## src/hdl/krt_pkg.sv

```systemverilog
package krt_pkg;

    localparam int unsigned TABLE_DEPTH_DEF = 64;

    typedef enum logic [1:0] {
        KIND_ADD,
        KIND_UPDATE,
        KIND_REMOVE,
        KIND_NONE
    } t_kind;

    typedef enum logic [1:0] {
        ST_DONE,
        ST_MISSING,
        ST_FULL
    } t_status;

    typedef enum logic [2:0] {
        S_IDLE,
        S_START,
        S_SEARCH,
        S_SHIFT,
        S_REPLY
    } t_state;

    typedef struct packed {
        t_kind       kind;
        logic [15:0] key;
        logic [15:0] quantity;
        logic [23:0] price;
    } t_req;

    typedef struct packed {
        t_status     status;
        logic [6:0]  entries_used;
        logic [5:0]  slot;
    } t_rsp;

    typedef struct packed {
        logic [15:0] key;
        logic [15:0] quantity;
        logic [23:0] price;
    } t_rec;

endpackage

```

## src/hdl/krt_ram.sv

```systemverilog
module krt_ram #(
    parameter int unsigned WIDTH = 8,
    parameter int unsigned DEPTH = 64
) (
    input  logic                     i_clk,
    input  logic                     i_we,
    input  logic [$clog2(DEPTH)-1:0] i_wr_addr,
    input  logic [WIDTH-1:0]         i_wr_data,
    input  logic                     i_rd_en,
    input  logic [$clog2(DEPTH)-1:0] i_rd_addr,
    output logic [WIDTH-1:0]         o_rd_data
);

    logic [WIDTH-1:0] r_mem [DEPTH];
    logic [WIDTH-1:0] r_rd_data;

    always_ff @(posedge i_clk) begin
        if (i_we) begin
            r_mem[i_wr_addr] <= i_wr_data;
        end
        if (i_rd_en) begin
            r_rd_data <= r_mem[i_rd_addr];
        end
    end

    assign o_rd_data = r_rd_data;

endmodule

```

## src/hdl/keyed_record_table.sv

```systemverilog
// Channel   Direction  Signals                     Payload
// request   in         i_in_valid / o_in_stall     i_in  (krt_pkg::t_req)
// response  out        o_out_valid / i_out_stall   o_out (krt_pkg::t_rsp)
//
// Add and no-op requests pass through S_START and S_REPLY from accept to response valid.
// Update walks the table one entry per cycle until a hit or the end of the records.
// Remove walks the same way, then moves one entry per cycle above the hit down a slot;
// the single RAM port pair (one read, one write per cycle) sets the pace. A stalled
// response holds the block in S_REPLY until the output is free.
// Reset (i_rst_n low, synchronous) empties the table; record storage is not cleared.
// A new request is taken while a finished response is still stalled at the output.
module keyed_record_table #(
    parameter int unsigned TABLE_DEPTH = krt_pkg::TABLE_DEPTH_DEF
) (
    input  logic          i_clk,
    input  logic          i_rst_n,
    input  logic          i_in_valid,
    output logic          o_in_stall,
    input  krt_pkg::t_req i_in,
    output logic          o_out_valid,
    input  logic          i_out_stall,
    output krt_pkg::t_rsp o_out
);

    localparam int unsigned AW = $clog2(TABLE_DEPTH);
    localparam int unsigned CW = $clog2(TABLE_DEPTH + 1);
    localparam int unsigned RW = $bits(krt_pkg::t_rec);

    krt_pkg::t_state  r_state, n_state;
    krt_pkg::t_req    r_req, n_req;
    krt_pkg::t_status r_status, n_status;
    krt_pkg::t_rsp    r_out, n_out;
    logic [CW-1:0]    r_count, n_count;
    logic [CW-1:0]    r_ptr, n_ptr;
    logic [AW-1:0]    r_cmp, n_cmp;
    logic [5:0]       r_slot, n_slot;
    logic             r_pend, n_pend;
    logic             r_out_valid, n_out_valid;

    logic             w_we;
    logic [AW-1:0]    w_wr_addr;
    logic [RW-1:0]    w_wr_data;
    logic             w_rd_en;
    logic [AW-1:0]    w_rd_addr;
    logic [RW-1:0]    w_rd_data;
    krt_pkg::t_rec    w_rd_rec;
    logic             w_hit;
    logic             w_more;
    logic             w_out_free;

    krt_ram #(
        .WIDTH (RW),
        .DEPTH (TABLE_DEPTH)
    ) u_ram (
        .i_clk     (i_clk),
        .i_we      (w_we),
        .i_wr_addr (w_wr_addr),
        .i_wr_data (w_wr_data),
        .i_rd_en   (w_rd_en),
        .i_rd_addr (w_rd_addr),
        .o_rd_data (w_rd_data)
    );

    assign w_rd_rec   = krt_pkg::t_rec'(w_rd_data);
    assign w_hit      = r_pend && (w_rd_rec.key == r_req.key);
    assign w_more     = r_ptr < r_count;
    assign w_out_free = !r_out_valid || !i_out_stall;

    assign o_in_stall  = (r_state != krt_pkg::S_IDLE);
    assign o_out_valid = r_out_valid;
    assign o_out       = r_out;

    always_comb begin
        n_state = r_state;
        case (r_state)
            krt_pkg::S_IDLE: begin
                if (i_in_valid) begin
                    n_state = krt_pkg::S_START;
                end
            end
            krt_pkg::S_START: begin
                case (r_req.kind)
                    krt_pkg::KIND_UPDATE, krt_pkg::KIND_REMOVE: n_state = krt_pkg::S_SEARCH;
                    default:                                    n_state = krt_pkg::S_REPLY;
                endcase
            end
            krt_pkg::S_SEARCH: begin
                if (w_hit) begin
                    n_state = (r_req.kind == krt_pkg::KIND_REMOVE) ? krt_pkg::S_SHIFT
                                                                   : krt_pkg::S_REPLY;
                end else if (!w_more) begin
                    n_state = krt_pkg::S_REPLY;
                end
            end
            krt_pkg::S_SHIFT: begin
                if (!w_more) begin
                    n_state = krt_pkg::S_REPLY;
                end
            end
            krt_pkg::S_REPLY: begin
                if (w_out_free) begin
                    n_state = krt_pkg::S_IDLE;
                end
            end
            default: n_state = krt_pkg::S_IDLE;
        endcase
    end

    always_comb begin
        n_req       = r_req;
        n_status    = r_status;
        n_count     = r_count;
        n_ptr       = r_ptr;
        n_cmp       = r_cmp;
        n_slot      = r_slot;
        n_pend      = r_pend;
        n_out       = r_out;
        n_out_valid = r_out_valid;
        w_we        = 1'b0;
        w_wr_addr   = r_cmp;
        w_wr_data   = {r_req.key, r_req.quantity, r_req.price};
        w_rd_en     = 1'b0;
        w_rd_addr   = r_ptr[AW-1:0];

        if (r_out_valid && !i_out_stall) begin
            n_out_valid = 1'b0;
        end

        case (r_state)
            krt_pkg::S_IDLE: begin
                if (i_in_valid) begin
                    n_req = i_in;
                end
            end
            krt_pkg::S_START: begin
                n_status = krt_pkg::ST_DONE;
                n_slot   = '0;
                n_ptr    = '0;
                n_pend   = 1'b0;
                case (r_req.kind)
                    krt_pkg::KIND_ADD: begin
                        if (r_count >= CW'(TABLE_DEPTH)) begin
                            n_status = krt_pkg::ST_FULL;
                        end else begin
                            w_we      = 1'b1;
                            w_wr_addr = r_count[AW-1:0];
                            n_count   = r_count + CW'(1);
                            n_slot    = 6'(r_count);
                        end
                    end
                    default: begin
                    end
                endcase
            end
            krt_pkg::S_SEARCH: begin
                if (w_hit) begin
                    n_pend = 1'b0;
                    n_slot = 6'(r_cmp);
                    if (r_req.kind == krt_pkg::KIND_REMOVE) begin
                        n_ptr = CW'(r_cmp) + CW'(1);
                    end else begin
                        w_we = 1'b1;
                    end
                end else if (w_more) begin
                    w_rd_en = 1'b1;
                    n_ptr   = r_ptr + CW'(1);
                    n_cmp   = r_ptr[AW-1:0];
                    n_pend  = 1'b1;
                end else begin
                    n_pend   = 1'b0;
                    n_status = krt_pkg::ST_MISSING;
                end
            end
            krt_pkg::S_SHIFT: begin
                if (r_pend) begin
                    w_we      = 1'b1;
                    w_wr_addr = r_cmp - AW'(1);
                    w_wr_data = w_rd_data;
                end
                n_pend = w_more;
                if (w_more) begin
                    w_rd_en = 1'b1;
                    n_ptr   = r_ptr + CW'(1);
                    n_cmp   = r_ptr[AW-1:0];
                end else begin
                    n_count = r_count - CW'(1);
                end
            end
            krt_pkg::S_REPLY: begin
                if (w_out_free) begin
                    n_out.status       = r_status;
                    n_out.entries_used = 7'(r_count);
                    n_out.slot         = r_slot;
                    n_out_valid        = 1'b1;
                end
            end
            default: begin
            end
        endcase
    end

    always_ff @(posedge i_clk) begin
        if (!i_rst_n) begin
            r_state     <= krt_pkg::S_IDLE;
            r_count     <= '0;
            r_pend      <= 1'b0;
            r_out_valid <= 1'b0;
        end else begin
            r_state     <= n_state;
            r_count     <= n_count;
            r_pend      <= n_pend;
            r_out_valid <= n_out_valid;
        end
        r_req    <= n_req;
        r_status <= n_status;
        r_ptr    <= n_ptr;
        r_cmp    <= n_cmp;
        r_slot   <= n_slot;
        r_out    <= n_out;
    end

    a_count_bound: assert property (@(posedge i_clk) disable iff (!i_rst_n)
        r_count <= CW'(TABLE_DEPTH))
        else $error("record count above table depth");

    a_ptr_bound: assert property (@(posedge i_clk) disable iff (!i_rst_n)
        (r_state == krt_pkg::S_SEARCH || r_state == krt_pkg::S_SHIFT) |-> r_ptr <= r_count)
        else $error("walk pointer past record count");

    a_write_in_table: assert property (@(posedge i_clk) disable iff (!i_rst_n)
        (w_we && r_state != krt_pkg::S_START) |-> CW'(w_wr_addr) < r_count)
        else $error("record write outside filled range");

    a_remove_count: assert property (@(posedge i_clk) disable iff (!i_rst_n)
        (r_state == krt_pkg::S_SHIFT && !w_more) |=> r_count == CW'($past(r_count) - CW'(1)))
        else $error("remove did not drop record count");

    a_fail_slot: assert property (@(posedge i_clk) disable iff (!i_rst_n)
        (r_out_valid && r_out.status != krt_pkg::ST_DONE) |-> r_out.slot == 6'd0)
        else $error("failed request reports nonzero slot");

endmodule
```

## config.mk

```make
export PLATFORM = sky130hd
export DESIGN_NAME = keyed_record_table
export DESIGN_NICKNAME = d
export VERILOG_FILES = /design/src/hdl/krt_pkg.sv /design/src/hdl/krt_ram.sv /design/src/hdl/keyed_record_table.sv
export SDC_FILE = /design/constraint.sdc
export NUM_CORES = 1
export LEC_CHECK = 0
export ABC_AREA = 1
export BUFFER_PORTS_ARGS = -buffer_cell sky130_fd_sc_hd__buf_2
export CELL_PAD_IN_SITES_DETAIL_PLACEMENT = 1
export CELL_PAD_IN_SITES_GLOBAL_PLACEMENT = 2
export CORE_MARGIN = 2
export CORE_UTILIZATION = 33
export DETAILED_ROUTE_END_ITERATION = 16
export GPL_ROUTABILITY_DRIVEN = 0
export PLACE_DENSITY_LB_ADDON = 0.1
export SLEW_MARGIN = 20
export SYNTH_ARGS = -nofsm -noshare
export SYNTH_HDL_FRONTEND = slang
export SYNTH_SLANG_ARGS = --single-unit
export TNS_END_PERCENT = 50
```

## constraint.sdc

```tcl
create_clock -name i_clk -period 5.6 [get_ports i_clk]
set_input_delay 1.12 -clock i_clk [delete_from_list [all_inputs] [get_ports i_clk]]
set_output_delay 1.12 -clock i_clk [all_outputs]
set_load 0.02 [all_outputs]
```

==> reports/qor.log, run 1 <==
qor: status.outcome completed
qor: cts.worstSkewPairLatency 760 ps
qor: hold_path.worstHoldEndpoint o_out[13]$_DFFE_PP_
qor: yosys.ys.warnings.count 0
qor: worst_setup_path.r2r_start r_pend$_SDFFE_PN0P_
qor: yosys.synth-seq-area-share 0.7322
qor: cts.cts_sinks 1106
qor: floorplan.dieHeight 374.1 µm
qor: cts.clk_path_buf_depth 3
qor: final_layout.area.growth.synth_to_final 14.73%
qor: hold_path.timing.hold.worst.start r_status[0]$_SDFFCE_PP1P_
qor: drt.post-route-drc-count 0
qor: drt.dr.first_iter.drc_count 1899
qor: hold_path.holdPathStages 0
qor: cts.quantity_of_gates_resized_following_cts 0
qor: worst_setup_path.critical_path.max_fanout 28
qor: final_layout.fin_nets 3744
qor: final_layout.mostFrequentLayoutCell sky130_fd_sc_hd__edfxtp_1
qor: global_route.grt_pass1_wl 214.0 mm
qor: timing.report.final.setup_viol 0
qor: timing.tightest_slew 1123 ps
qor: yosys.syn-num-nets 3700
qor: global_route.groute.usage.overall 0.2102
qor: timing.fin_setup_tns 0 ps
qor: worst_setup_path.timing.reg2reg.worst_path_depth 10
qor: cts.cts_inserted_buffers 132
qor: power.power.leakage 0.01745 µW
qor: timing.setup_repair_after_global_routing_missed_its_margin no
qor: worst_setup_path.timing.critical_path.arrival 4030 ps
qor: worst_setup_path.crit_path_capture_type flip-flop
qor: timing.share_of_the_cycle_needed_by_the_critical_path_after_routing 0.6524
qor: placement.io_buffer_count 38
qor: cts.tritoncts done
qor: floorplan.core_area 0.1356 mm²
qor: worst_setup_path.critPathRequiredTime 5970 ps
qor: timing.post-route-worst-setup-slack 1946 ps
qor: worst_setup_path.setup_crit_path_kind flip-flop to flip-flop
qor: drt.wl_met1 66.76 mm
qor: timing.timing.final.crit_period 3654 ps
qor: drt.drt-total-wl 147.7 mm
qor: yosys.synthesis.instances 3621
qor: global_route.grt_pass1_vias 30810
qor: global_route.grt_max_degree 149
qor: flow_run.timing.max_cap.violations 0
qor: global_route.overflow 0
qor: timing.achievable-frequency 273.7 MHz
qor: floorplan.initial_core_util 0.3332
qor: yosys.synth_top_area_share 0.7269
qor: floorplan.die_x 374.1 µm
qor: drt.firstDrtPassIters 5
qor: cts.root_buf_cell sky130_fd_sc_hd__clkbuf_16
qor: power.ir_drop 0.0002841 V
qor: placement.post-place-cells 5312
qor: cts.cts_htree_levels 4
qor: timing.clock_skew 27.24 ps
qor: yosys.synth_enable_flop_cells 1094
qor: placement.place_hpwl 85.37 mm
qor: cts.post_cts_setup_repair_bufs 0
qor: yosys.dominant_cell_type_by_area_after_synthesis sky130_fd_sc_hd__edfxtp_1
qor: drt.met3_wirelength 5.739 mm
qor: drt.route.met2.wl 71.45 mm
qor: drt.detail_route.wl_per_cell 26.62 µm
qor: yosys.postSynthAreaPerCell 12.48 µm²
qor: hold_path.hold_path_class flip-flop to flip-flop
qor: yosys.synth_cell_type_count 43
qor: drt.via_density 5.279
qor: final_layout.finalNonFillerCells 5548
qor: floorplan.design.die.area 0.1399 mm²
qor: worst_setup_path.startpoint_kind_of_the_worst_setup_timing_path flip-flop
qor: yosys.post_synth_main_area_contributors sky130_fd_sc_hd__edfxtp_1, sky130_fd_sc_hd__o21ai_0, sky130_fd_sc_hd__nor2_1, sky130_fd_sc_hd__nand2_1, sky130_fd_sc_hd__o22ai_1
qor: drt.dr_total_vias 29290
qor: worst_setup_path.worstReg2RegEnd u_ram.r_mem[46][47]$_DFFE_PP_
qor: worst_setup_path.r2r_slack 1950 ps
qor: drt.highest_layer met4
qor: timing.hold_slack 422.0 ps
qor: power.power.density 407.2 mW/mm²
qor: final_layout.layout.cells.most_common_list sky130_fd_sc_hd__edfxtp_1, sky130_fd_sc_hd__nor2_1, sky130_fd_sc_hd__nand2_1, sky130_fd_sc_hd__o21ai_0, sky130_fd_sc_hd__clkbuf_16
qor: worst_setup_path.critPathLaunch r_pend$_SDFFE_PN0P_
qor: placement.place_worst_setup_slack 1876 ps
qor: floorplan.boundaryPins 79
qor: yosys.synth_seq_cells 1106
qor: final_layout.drive_above_1_share 0.1078
qor: yosys.synth_ff_type sky130_fd_sc_hd__edfxtp_1
qor: final_layout.final_design_area_no_fill 0.05185 mm²
qor: timing.timing_hold_violations_final 0
qor: cts.path_clk_slew 60 ps
qor: cts.hold_buffers 0
qor: placement.place_area 0.04771 mm²
qor: timing.slew_headroom 0.2508
qor: global_route.antenna_found_initial 5
qor: yosys.synthArstFlopShare 0
qor: timing.report.final.slew_viol_count 0
qor: drt.detail-route-antenna-nets 0
qor: floorplan.num_rows 135
qor: yosys.syn-cell-area 0.04519 mm²
==> critical path: stages, from the launching register on <==
cell and delay, ps:
sky130_fd_sc_hd__dfxtp_1 540, sky130_fd_sc_hd__inv_1 210, sky130_fd_sc_hd__a21oi_1 200, sky130_fd_sc_hd__nand2_1 80, sky130_fd_sc_hd__nor2_1 110, sky130_fd_sc_hd__nand2_1 80, sky130_fd_sc_hd__nor2_2 120, sky130_fd_sc_hd__nand4_2 190
sky130_fd_sc_hd__nand2_4 360, sky130_fd_sc_hd__nand2_1 440, sky130_fd_sc_hd__nor2_2 920
==> cell usage after synthesis, types with 3 or more instances <==
cell type and count:
sky130_fd_sc_hd__a21boi_0 40, sky130_fd_sc_hd__a21oi_1 108, sky130_fd_sc_hd__buf_1 8, sky130_fd_sc_hd__buf_2 46
sky130_fd_sc_hd__buf_4 15, sky130_fd_sc_hd__clkbuf_1 145, sky130_fd_sc_hd__clkinv_1 3, sky130_fd_sc_hd__dfxtp_1 12
sky130_fd_sc_hd__edfxtp_1 1094, sky130_fd_sc_hd__ha_1 16, sky130_fd_sc_hd__inv_1 103, sky130_fd_sc_hd__inv_2 11
sky130_fd_sc_hd__mux2i_1 24, sky130_fd_sc_hd__nand2_1 536, sky130_fd_sc_hd__nand2_2 14, sky130_fd_sc_hd__nand2_4 4
sky130_fd_sc_hd__nand3_1 87, sky130_fd_sc_hd__nand4_1 18, sky130_fd_sc_hd__nor2_1 555, sky130_fd_sc_hd__nor2_2 5
sky130_fd_sc_hd__nor2_4 17, sky130_fd_sc_hd__nor3_1 8, sky130_fd_sc_hd__o211ai_1 49, sky130_fd_sc_hd__o21ai_0 481
sky130_fd_sc_hd__o21ai_1 5, sky130_fd_sc_hd__o221ai_1 59, sky130_fd_sc_hd__o22ai_1 122, sky130_fd_sc_hd__xnor2_1 3
sky130_fd_sc_hd__xor2_1 11
==> worst max path at each step <==
stage                                    endpoint  slack (ps)  depth (start not counted)
floorplan            u_ram.r_mem[0][40]$_DFFE_PP_        1330                          6
global placement    u_ram.r_mem[58][54]$_DFFE_PP_        1880                         10
detailed placement  u_ram.r_mem[46][49]$_DFFE_PP_        1880                         10
CTS                 u_ram.r_mem[46][47]$_DFFE_PP_        1850                         10
global route        u_ram.r_mem[46][40]$_DFFE_PP_        1670                         10
finish              u_ram.r_mem[46][47]$_DFFE_PP_        1950                         10
==> registers in the layout, indices dropped and copies added (netlist names) <==
| name | flops |
|---|---|
| r_req | 18 |
| r_ptr | 7 |
| u_ram.r_mem | 1024 |
| o_out_valid | 1 |
| o_out | 15 |
| r_state | 3 |
| u_ram.o_rd_data | 16 |
| r_slot | 6 |
| r_status | 2 |
| r_pend | 1 |
| r_cmp | 6 |
| r_count | 7 |
==> per-layer routing <==
| layer | vias to the layer above | GRT usage |
|---|---|---|
| li1 | 13250 | - |
| met1 | 15330 | 0.2828 |
| met2 | 522 | 0.3521 |
| met3 | 191 | 0.03025 |
| met4 | 0 | 0.06264 |
| met5 | - | 0 |
==> cells by family after synthesis <==
group,after synthesis,share of synthesized area
AO/OA/AOI/OAI,872,0.1103
XOR/XNOR,14,0.002713
adder cells (fa/ha/maj),17,0.004873
buffers and inverters,334,0.03065
flip-flops,1106,0.7322
multiplexers,24,0.005316
AND/OR/NAND/NOR,1254,0.1139
==> final cells by class <==
class / instances / area, µm²
Sequential cell: 1106 / 33090
Clock inverter: 71 / 554.3
Antenna cell: 2 / 5.005
Tap cell: 1781 / 2228
Multi-Input combinational cell: 2181 / 10960
Clock buffer: 163 / 3567
Timing Repair Buffer: 126 / 988.4
Fill cell: 14150 / 83790
Inverter: 118 / 460.4
==> stage by stage <==
step / util / total power, µW
2_1_floorplan: - / 11580
3_3_place_gp: 0.3518 / 13010
3_5_place_dp: 0.3518 / 13120
4_1_cts: 0.3822 / 21400
5_1_grt: 0.3822 / 21960
6_report: 0.3823 / 21110
==> power breakdown <==
| group | leakage (µW) | internal [µW] | switching, µW |
|---|---|---|---|
| Clock | 0.00202 | 4800 | 3430 |
| Combinational | 0.00548 | 776 | 2650 |
| Sequential | 0.00995 | 9380 | 72.7 |
| Total | 0.0175 | 15000 | 6160 |
Note: power is estimated with default switching activity, not from simulation.
==> run 2, diff against run 1 <==
==> constraint.sdc (replaced) <==
create_clock -name i_clk -period 3.8 [get_ports i_clk]
set_input_delay 0.76 -clock i_clk [delete_from_list [all_inputs] [get_ports i_clk]]
set_output_delay 0.76 -clock i_clk [all_outputs]
set_load 0.02 [all_outputs]
==> run 2 against run 1 <==
Sequential power rose by 47%. Clock skew rose by 4.2 ps. Register-to-register slack got worse by 1400 ps. Core utilization rose by 0.44 points. Sequential share of layout area fell by 0.73 points. Die area did not move. Clock power rose by 41%. Largest cell class unchanged.
==> reports/qor.log, run 2 (synthesis gave the netlist of run 1 again) <==
qor: power.power.combinational.fraction 0.170 [+0.008]
qor: global_route.grt_pass1_vias 30790 [-0.058%]
qor: drt.firstDrtPassIters 5 [unchanged]
qor: cts.clk_path_buf_depth 3 [unchanged]
qor: global_route.antenna_found_initial 6 [+1]
qor: power.power.share.switching 0.2925 [+0.0009508]
qor: cts.cts_sinks 1106 [unchanged]
qor: power.power.share.sequential 0.453 [+0.005]
qor: timing.post-route-worst-setup-slack 571.6 ps [-1375 ps]
qor: final_layout.area_of_combinational_cells_with_multiple_inputs 0.01090 mm² [-0.50%]
qor: final_layout.area.growth.synth_to_final 16.06%
qor: global_route.grt_max_degree 124 [-17%]
qor: final_layout.postLayoutCoreUtil 0.3867 [+0.004419]
qor: cts.tritoncts done
qor: floorplan.dieHeight 374.1 µm [unchanged]
qor: timing.setup_repair_after_global_routing_missed_its_margin no
qor: drt.dr.first_iter.drc_count 2292 [+21%]
qor: final_layout.fillCellCount 14120 [-0.25%]
qor: floorplan.num_rows 135 [unchanged]
qor: final_layout.fin_nets 3815 [+1.9%]
qor: drt.dr_total_vias 29420 [+0.43%]
qor: drt.via_density 5.239 [-0.76%]
qor: timing.tightest_slew 1120 ps [-2.647 ps]
qor: timing.timing.final.crit_period 3228 ps [-425.2 ps]
qor: worst_setup_path.setup_crit_path_kind flip-flop to flip-flop
qor: global_route.groute.usage.overall 0.2098 [-0.0004672]
qor: drt.detail_route.wl_per_cell 26.24 µm [-1.4%]
qor: floorplan.core_area 0.1356 mm² [unchanged]
qor: power.power.leakage 0.01782 µW [+2.1%]
qor: cts.worstSkewPairLatency 750 ps [about the same]
qor: drt.drt-total-wl 147.3 mm [-0.22%]
qor: status.outcome completed
qor: timing.slew_headroom 0.2534 [+0.002570]
qor: placement.io_buffer_count 38 [unchanged]
qor: floorplan.boundaryPins 79 [unchanged]
qor: worst_setup_path.timing.critical_path.arrival 3650 ps [-380 ps]
qor: global_route.grt_pass1_wl 213.8 mm [about the same]
qor: global_route.overflow 0 [unchanged]
qor: cts.post_cts_setup_repair_bufs 0 [unchanged]
qor: worst_setup_path.crit_path_capture_type flip-flop
qor: cts.path_clk_slew 60 ps [about the same]
qor: worst_setup_path.critical_path.max_fanout 17 [-39%]
qor: hold_path.hold_path_class input pin to flip-flop
qor: drt.detail-route-antenna-nets 0 [unchanged]
qor: final_layout.mostFrequentLayoutCell sky130_fd_sc_hd__edfxtp_1
qor: timing.share_of_the_cycle_needed_by_the_critical_path_after_routing 0.8496 [+0.1971]
qor: cts.root_buf_cell sky130_fd_sc_hd__clkbuf_16
qor: cts.cts_htree_levels 4 [unchanged]
qor: timing.achievable-frequency 309.8 MHz [+13%]
qor: floorplan.design.die.area 0.1399 mm² [unchanged]
qor: cts.hold_buffers 0 [unchanged]
qor: timing.report.final.slew_viol_count 0 [unchanged]
qor: worst_setup_path.startpoint_kind_of_the_worst_setup_timing_path flip-flop
qor: power.ir_drop 0.0003926 V [+38%]
qor: timing.timing_hold_violations_final 0 [unchanged]
qor: final_layout.layout.cells.most_common_list sky130_fd_sc_hd__edfxtp_1, sky130_fd_sc_hd__nor2_1, sky130_fd_sc_hd__nand2_1, sky130_fd_sc_hd__o21ai_0, sky130_fd_sc_hd__clkbuf_16
qor: cts.quantity_of_gates_resized_following_cts 0 [unchanged]
qor: floorplan.die_x 374.1 µm [unchanged]
qor: worst_setup_path.critPathRequiredTime 4220 ps [-1750 ps]
qor: final_layout.flip_flop_and_latch_area 0.03309 mm² [unchanged]
qor: power.power.clock.fraction 0.377 [-0.013]
qor: cts.cts_inserted_buffers 130 [-1.5%]
qor: final_layout.max_flop_register u_ram.r_mem
qor: power.internal_power 21760 µW [+45%]
qor: flow_run.timing.max_cap.violations 0 [unchanged]
qor: power.net-switching-power 8996 µW [+46%]
qor: final_layout.drive_above_1_share 0.1180 [+0.01015]
qor: final_layout.largest_register_ffs 1024 [unchanged]
qor: placement.place_hpwl 88.47 mm [+3.6%]
qor: timing.clock_skew 31.48 ps [+4.238 ps]
qor: floorplan.initial_core_util 0.3332 [unchanged]
qor: power.power.density 586.4 mW/mm² [+44%]
qor: placement.place_worst_setup_slack 558.6 ps [-1318 ps]
qor: drt.post-route-drc-count 0 [unchanged]
qor: timing.report.final.setup_viol 0 [unchanged]
run 2: final timing paths:
path	slack (ps)	endpoint	start	cells after the start
max	570	u_ram.o_rd_data[40]$_DFFE_PP_	r_ptr[2]$_DFFE_PP_	10
min	180	r_req[44]$_DFFE_PP_	i_in[44]	1
max reg2reg	570	u_ram.o_rd_data[40]$_DFFE_PP_	r_ptr[2]$_DFFE_PP_	10
min reg2reg	420	o_out[5]$_DFFE_PP_	r_slot[5]$_DFFE_PP_	0
run 2: critical path: stages (launching register included):
cell	delay, ps
sky130_fd_sc_hd__edfxtp_1	770
sky130_fd_sc_hd__buf_4	300
sky130_fd_sc_hd__ha_1	270
sky130_fd_sc_hd__a21oi_1	180
sky130_fd_sc_hd__nand2_1	90
sky130_fd_sc_hd__nand2_1	70
sky130_fd_sc_hd__nand2_1	180
sky130_fd_sc_hd__inv_1	370
sky130_fd_sc_hd__nand3_1	270
sky130_fd_sc_hd__inv_1	110
sky130_fd_sc_hd__buf_4	280
run 2: power by group through the flow:
stage          sequential (µW)  clock (µW)  combinational [µW]
6_report                 13900       11600                5240
5_1_grt                  13900       12300                5750
4_1_cts                  13900       11900                5350
3_5_place_dp             14200           0                5330
3_3_place_gp             14200           0                5150
2_1_floorplan            14200           0                2850
run 2: layout make-up:
type                    count  share of cell area
multi-input cells        2181              0.2078
clock inverters            65            0.009590
well taps                1781             0.04249
diodes                      3           0.0001431
clock buffers             162             0.06472
flip-flops and latches   1106              0.6309
inverters                 118            0.008779
repair buffers            199             0.03554
run 2: metal layers:
metal	global-route usage	vias up	wire [µm]
li1	-	13380	-
met1	0.2934	15380	68650
met4	0.05332	0	2843
met3	0.02648	166	5127
met5	0	-	0
met2	0.3454	488	70730
run 2: through the flow:
| stage | total power (µW) | instance area (µm²) | std cells | hold slack (ps) | TNS [ps] |
|---|---|---|---|---|---|
| after floorplan | 17060 | 45190 | 3621 | 400.3 | -391870 |
| after global placement | 19340 | 48470 | 5382 | 403.1 | 0 |
| after detailed placement | 19520 | 48520 | 5384 | 408.4 | 0 |
| after CTS | 31170 | 52420 | 5611 | 125.6 | 0 |
| after global routing | 32040 | 52440 | 5612 | 135.4 | 0 |
| final | 30760 | 52450 | 5615 | 181.7 | 0 |
